`config.mk`:
```
export PLATFORM = sky130hd
export DESIGN_NAME = nmea_back
export DESIGN_NICKNAME = d
export VERILOG_FILES = /design/src/rtl/nmea_pkg.sv /design/src/rtl/nmea_back.sv
export VERILOG_INCLUDE_DIRS = /design/src /design/src/rtl
export SDC_FILE = /design/constraint.sdc
export NUM_CORES = 1
export LEC_CHECK = 0
export BUFFER_PORTS_ARGS = -buffer_cell sky130_fd_sc_hd__clkbuf_2
export CAP_MARGIN = 40
export CORE_ASPECT_RATIO = 1.2
export CORE_MARGIN = 5
export CORE_UTILIZATION = 50
export CTS_BUF_LIST = sky130_fd_sc_hd__clkbuf_8
export CTS_CLUSTER_SIZE = 28
export DETAILED_ROUTE_END_ITERATION = 16
export PLACE_DENSITY_LB_ADDON = 0.15
export SETUP_SLACK_MARGIN = 0.02
export SLEW_MARGIN = 20
export SYNTH_ARGS = -nofsm -noshare
export SYNTH_HDL_FRONTEND = slang
export SYNTH_SLANG_ARGS = --single-unit
```
`constraint.sdc`:
```
create_clock -name aclk -period 3.8 [get_ports aclk]
set_input_delay 0.76 -clock aclk [delete_from_list [all_inputs] [get_ports aclk]]
set_output_delay 0.76 -clock aclk [all_outputs]
set_load 0.02 [all_outputs]
```
`src/rtl/nmea_sentence_checker_defines.svh`:
```
// ----------------------------------------------------------------------------
// NMEA sentence checker assertion macros
// Concurrent assertion forms used by the checker's back end.
// ----------------------------------------------------------------------------
`ifndef NMEA_SENTENCE_CHECKER_DEFINES_SVH
`define NMEA_SENTENCE_CHECKER_DEFINES_SVH

// Same-cycle implication, disabled while reset is asserted.
`define NMEA_ASSERT_NOW(label, ante, cons) \
    label: assert property (@(posedge aclk) disable iff (!aresetn) (ante) |-> (cons)) \
        else $error("nmea: same-cycle check failed");

// Next-cycle implication, disabled while reset is asserted.
`define NMEA_ASSERT_NEXT(label, ante, cons) \
    label: assert property (@(posedge aclk) disable iff (!aresetn) (ante) |=> (cons)) \
        else $error("nmea: next-cycle check failed");

`endif

```
`src/rtl/nmea_pkg.sv`:
```
// ----------------------------------------------------------------------------
// NMEA sentence checker package
// Types and constants shared by the front end, queue, back end and top level.
// ----------------------------------------------------------------------------
package nmea_pkg;

    localparam int ID_COUNT    = 7;
    localparam int ID_W        = 40;
    localparam int QUEUE_DEPTH = 4;
    localparam int QPTR_W      = $clog2(QUEUE_DEPTH);

    localparam logic [7:0] CH_CR    = 8'h0D;
    localparam logic [7:0] CH_LF    = 8'h0A;
    localparam logic [7:0] CH_START = 8'h24;
    localparam logic [7:0] CH_STAR  = 8'h2A;

    localparam logic [2:0] TYPE_NONE = 3'd7;

    typedef logic [ID_W-1:0] id_word_t;
    typedef id_word_t [ID_COUNT-1:0] id_table_t;

    // Index 0 sits in the lowest slot: GPRMC, GPVTG, GPGGA, GPGSA, GPGSV, GPGLL, GPTXT.
    localparam id_table_t ID_RESET = {
        40'h4750545854, 40'h4750474C4C, 40'h4750475356, 40'h4750475341,
        40'h4750474741, 40'h4750565447, 40'h4750524D43
    };

    // One received byte with its classification.
    typedef struct packed {
        logic [7:0] data;
        logic       is_start;
        logic       is_star;
        logic       is_cr;
        logic       is_lf;
        logic       is_hex;
        logic [3:0] hex_digit;
    } nmea_item_t;

    // One checked sentence.
    typedef struct packed {
        logic       sentence_valid;
        logic       framing_ok;
        logic       length_overflow;
        logic [2:0] sentence_type;
        logic [7:0] computed_sum;
        logic [7:0] received_sum;
    } nmea_result_t;

endpackage

```
`src/rtl/nmea_back.sv`:
```
// ----------------------------------------------------------------------------
// NMEA back end
// Sentence state update, ID match and the registered result output.
// ----------------------------------------------------------------------------
`include "nmea_sentence_checker_defines.svh"

module nmea_back #(
    parameter int MAX_LEN = 256
) (
    input  logic                   aclk,
    input  logic                   aresetn,
    input  logic                   item_valid,
    input  nmea_pkg::nmea_item_t   item,
    output logic                   item_ready,
    input  nmea_pkg::id_table_t    id_words,
    output logic                   res_valid,
    output nmea_pkg::nmea_result_t res,
    input  logic                   res_ready
);

    localparam int CNT_W = $clog2(MAX_LEN + 1);

    logic             start_seen_reg, start_seen_next;
    logic             star_seen_reg, star_seen_next;
    logic [7:0]       xor_reg, xor_next;
    logic [1:0]       hex_cnt_reg, hex_cnt_next;
    logic [7:0]       hex_val_reg, hex_val_next;
    logic             hex_stop_reg, hex_stop_next;
    logic [39:0]      id_shift_reg, id_shift_next;
    logic [2:0]       id_cnt_reg, id_cnt_next;
    logic             prev_cr_reg, prev_cr_next;
    logic [CNT_W-1:0] byte_cnt_reg, byte_cnt_next;
    logic             ovf_reg, ovf_next;

    logic                   res_valid_reg, res_valid_next;
    nmea_pkg::nmea_result_t res_reg, res_next;

    logic ends_sentence, out_free, pop, clear;
    logic framing;
    logic [2:0] type_sel;

    assign ends_sentence = item.is_lf && prev_cr_reg;
    assign out_free      = !res_valid_reg || res_ready;
    assign item_ready    = !ends_sentence || out_free;
    assign pop           = item_valid && item_ready;
    assign clear         = item.is_start || ends_sentence;
    assign res_valid     = res_valid_reg;
    assign res           = res_reg;

    // First matching ID wins; the descending scan leaves the lowest index.
    always_comb begin
        type_sel = nmea_pkg::TYPE_NONE;
        for (int i = nmea_pkg::ID_COUNT - 1; i >= 0; i--) begin
            if (id_words[i] == id_shift_reg) begin
                type_sel = 3'(i);
            end
        end
    end

    assign framing = start_seen_reg && star_seen_reg;

    always_comb begin
        res_next                 = res_reg;
        res_next.sentence_valid  = framing && (xor_reg == hex_val_reg) && !ovf_reg;
        res_next.framing_ok      = framing;
        res_next.length_overflow = ovf_reg;
        res_next.sentence_type   = type_sel;
        res_next.computed_sum    = xor_reg;
        res_next.received_sum    = hex_val_reg;
        res_valid_next           = res_valid_reg && !res_ready;
        if (pop && ends_sentence) begin
            res_valid_next = 1'b1;
        end
    end

    // Sentence state: optional clear, then the byte is stored and scanned, or overflow is set if the buffer is full.
    always_comb begin
        start_seen_next = clear ? 1'b0 : start_seen_reg;
        star_seen_next  = clear ? 1'b0 : star_seen_reg;
        xor_next        = clear ? 8'd0 : xor_reg;
        hex_cnt_next    = clear ? 2'd0 : hex_cnt_reg;
        hex_val_next    = clear ? 8'd0 : hex_val_reg;
        hex_stop_next   = clear ? 1'b0 : hex_stop_reg;
        id_shift_next   = clear ? 40'd0 : id_shift_reg;
        id_cnt_next     = clear ? 3'd0 : id_cnt_reg;
        byte_cnt_next   = clear ? '0 : byte_cnt_reg;
        ovf_next        = clear ? 1'b0 : ovf_reg;
        prev_cr_next    = item.is_cr;

        if (byte_cnt_next >= CNT_W'(MAX_LEN)) begin
            ovf_next = 1'b1;
        end else begin
            byte_cnt_next = byte_cnt_next + 1'b1;
            if (star_seen_next && hex_cnt_next != 2'd2) begin
                if (!hex_stop_next) begin
                    if (item.is_hex) begin
                        hex_val_next = {hex_val_next[3:0], item.hex_digit};
                    end else begin
                        hex_stop_next = 1'b1;
                    end
                end
                hex_cnt_next = hex_cnt_next + 1'b1;
            end
            if (start_seen_next && id_cnt_next < 3'd5) begin
                case (id_cnt_next)
                    3'd0:    id_shift_next[39:32] = item.data;
                    3'd1:    id_shift_next[31:24] = item.data;
                    3'd2:    id_shift_next[23:16] = item.data;
                    3'd3:    id_shift_next[15:8]  = item.data;
                    3'd4:    id_shift_next[7:0]   = item.data;
                    default: id_shift_next        = id_shift_next;
                endcase
                id_cnt_next = id_cnt_next + 1'b1;
            end
            if (start_seen_next && !star_seen_next && !item.is_star) begin
                xor_next = xor_next ^ item.data;
            end
            if (item.is_star) begin
                star_seen_next = 1'b1;
            end
            if (item.is_start) begin
                start_seen_next = 1'b1;
            end
        end
    end

    always_ff @(posedge aclk) begin
        if (!aresetn) begin
            start_seen_reg <= 1'b0;
            star_seen_reg  <= 1'b0;
            xor_reg        <= '0;
            hex_cnt_reg    <= '0;
            hex_val_reg    <= '0;
            hex_stop_reg   <= 1'b0;
            id_shift_reg   <= '0;
            id_cnt_reg     <= '0;
            prev_cr_reg    <= 1'b0;
            byte_cnt_reg   <= '0;
            ovf_reg        <= 1'b0;
            res_valid_reg  <= 1'b0;
        end else begin
            if (pop) begin
                start_seen_reg <= start_seen_next;
                star_seen_reg  <= star_seen_next;
                xor_reg        <= xor_next;
                hex_cnt_reg    <= hex_cnt_next;
                hex_val_reg    <= hex_val_next;
                hex_stop_reg   <= hex_stop_next;
                id_shift_reg   <= id_shift_next;
                id_cnt_reg     <= id_cnt_next;
                prev_cr_reg    <= prev_cr_next;
                byte_cnt_reg   <= byte_cnt_next;
                ovf_reg        <= ovf_next;
            end
            res_valid_reg <= res_valid_next;
        end
    end

    always_ff @(posedge aclk) begin
        if (pop && ends_sentence) begin
            res_reg <= res_next;
        end
    end

    `NMEA_ASSERT_NEXT(a_state_cleared_after_end, pop && ends_sentence, byte_cnt_reg == CNT_W'(1) && !start_seen_reg && !ovf_reg && res_valid_reg)
    `NMEA_ASSERT_NEXT(a_start_opens_sentence, pop && item.is_start, start_seen_reg && !star_seen_reg && byte_cnt_reg == CNT_W'(1))
    `NMEA_ASSERT_NOW(a_valid_needs_framing, res_valid_reg && res_reg.sentence_valid, res_reg.framing_ok && !res_reg.length_overflow)

endmodule

```
==> metrics.cfg <==
[status]
outcome=finished, final reports clean

[critical_path]
crit_arrival_ns=2.93
worstSetupPathType=input port to register
cp.required_ns=4.05
startpoint_type=input port
endpoint_kind=register
critical_path.max_fanout=15

[logic_synthesis]
synth_top_area_cell=xnor2_1
synth_area_leaders=xnor2_1 23%, dfxtp_1 20%, xor2_1 12%, edfxtp_1 8.9%, nand4_1 4.8%
synth_most_common_cell=xnor2_1
synthesis.nets=1164
synth.distinct_cells=49
ys.flop_type=dfxtp_1
synth_top_area_share_pct=22.5
synth.cell_area_um2=7460
synth_common_cells=192 x xnor2_1, 101 x xor2_1, 76 x dfxtp_1
async_reset_ff_share_pct=0
synth_area_per_cell_um2=8.71
ys_seq_elements=98
ys_warn_count=0
synth-seq-area-share_pct=29.3
synth_edf_count=22
syn_inst=856

[global_route]
grtUsageTotal_pct=33.1
grt_max_degree=39
grt_pass1_wl_um=43200
antenna_found_initial=2
grt_pass1_vias=7355
overflow=0

[detailed_routing]
via_per_inst=5.52
detail-route-antenna-nets=0
remaining_drc_errors=0
route.final.wire_length_um=30100
via_count=7450
drt_iter0_drc=544
wire_per_inst_um=22.3
drt-pass1-iter-count=5

[sta]
setup_tns_ns=0
worstMarginPinSlew_ns=0.818
whs_ns=0.493
min_period_ns=2.67
timing.final.crit_share_pct=70.3
max_freq_mhz=374
fin_skew_ns=0.0100
rsz0062_at_grt=false
maxSlewViolCount=0
maxSlewHeadroom_pct=45.0
report.final.hold_viol_count=0
setup_violations=0

[finish]
num_antenna_cells=0
ff_latch_area_um2=2180
finalNetCount=1448
drive_gt1_share_pct=31.7
largest_reg_flops=40
fillers=1339
syn_to_final_growth_pct=25.3
multi_input_area_um2=4950

[floorplanning]
io-pin-count=325
num_rows=49
die_x_um=121
core_um2=14800
start_util_pct=50.3
dieArea_um2=17500
die_h_um=144

[pwr]
ir_worst_vdd_mv=0.236
switchingPower_uw=618
pwr-share-clk_pct=33.6
leakagePower_nw=3.88
swShare_pct=26.8
comb_power_share_pct=19.5
seqPwrFrac_pct=46.9
p_int_mw=1.69
power_density_nw_per_um2=247

[place]
gp_congestion=0.971
hpwl_um=24400
portBuffers=324

[clock_network]
clockRootBuffer=clkbuf_8
cts_tree=done
ctsResizeCount=0
cts_sinks=98
cts_hold_repair.buffers=0
path_clk_slew_ns=0.10
cts_buffers=9
cts_buffer_depth=2
cts_max_level=3
insertion_delay_ns=0.37
post_cts_buffers=0

[worst_hold_path]
hp-class=register to register

[flow_run]
drv_cap=0

placed cells by master, fill, tap and decap left out, types with 6 or more instances in the layout:
cell	count
nand2_1	71
edfxtp_1	22
nor2b_1	20
xnor2_1	192
a22oi_1	19
and2_1	18
o21ai_1	6
buf_4	12
o21ai_0	21
a21boi_1	36
nor2_1	11
clkbuf_8	9
nor4_1	36
clkbuf_2	324
dfxtp_1	76
xor2_1	101
a21oi_1	9
ha_1	7
nand3_1	39
and3_1	6
nand4_1	57
power by group through the flow:
stage / clock (mW) / combinational (mW) / sequential (mW)
finish: 0.777 / 0.450 / 1.08
global route: 0.847 / 0.485 / 1.08
CTS: 0.793 / 0.447 / 1.08
detailed placement: 0 / 0.444 / 1.11
global placement: 0 / 0.440 / 1.11
floorplan: 0 / 0.210 / 1.10
per-layer routing:
layer  track usage [%]  wire length, um  up-vias
met2              58.0            15100      370
met3              7.36             2410       98
met5                 0               26        -
met4              17.4             1660        4
met1              37.4            10900     3460
li1                  -                -     3518
stage by stage:
| step | utilization (%) | total power [mW] | instances | setup WS (ns) | cell area [um2] |
|---|---|---|---|---|---|
| after floorplan | - | 1.31 | 856 | 1.09 | 7460 |
| after global placement | 61.4 | 1.55 | 1333 | 0.807 | 9110 |
| after detailed placement | 61.4 | 1.55 | 1333 | 0.763 | 9110 |
| after CTS | 63.0 | 2.32 | 1349 | 1.16 | 9350 |
| after global routing | 63.0 | 2.42 | 1349 | 0.952 | 9350 |
| final | 63.0 | 2.31 | 1349 | 1.13 | 9350 |
logic make-up (layout without fill, tap and decap cells):
kind of cell,count (synthesis),in the layout,share of synthesized area [%]
xor+xnor,293,293,34.4
fa+ha+maj,7,7,1.17
flops,98,98,29.3
simple gates,281,281,20.8
mux,2,2,0.268
buf+inv,68,357,4.46
compound gates,107,107,9.63
worst max-delay path, stage by stage:
cell	delay, ns
clkbuf_2	0.13
a21oi_2	0.52
nand2_1	0.13
ha_1	0.21
nor3b_2	0.24
nor3b_1	0.27
and3_1	0.40
mux2i_1	0.22
nor2_1	0.05
layout make-up:
class	count	area share, %
sequential	98	23.3
tap	204	2.73
timing repair buffer	336	18.3
clock buffer	9	1.33
inverter	5	0.201
clock inverter	7	1.16
multi-input combinational	690	52.9
worst paths after layout:
path,startpoint,end,slack [ns],cells after the start
max,item[5],hex_val_reg[4],1.13,9
min,hex_stop_reg,hex_stop_reg,0.49,2
max reg2reg,id_shift_reg[6],res[16],1.19,6
min reg2reg,hex_stop_reg,hex_stop_reg,0.49,2
Note: power is estimated with default switching activity, not from simulation.
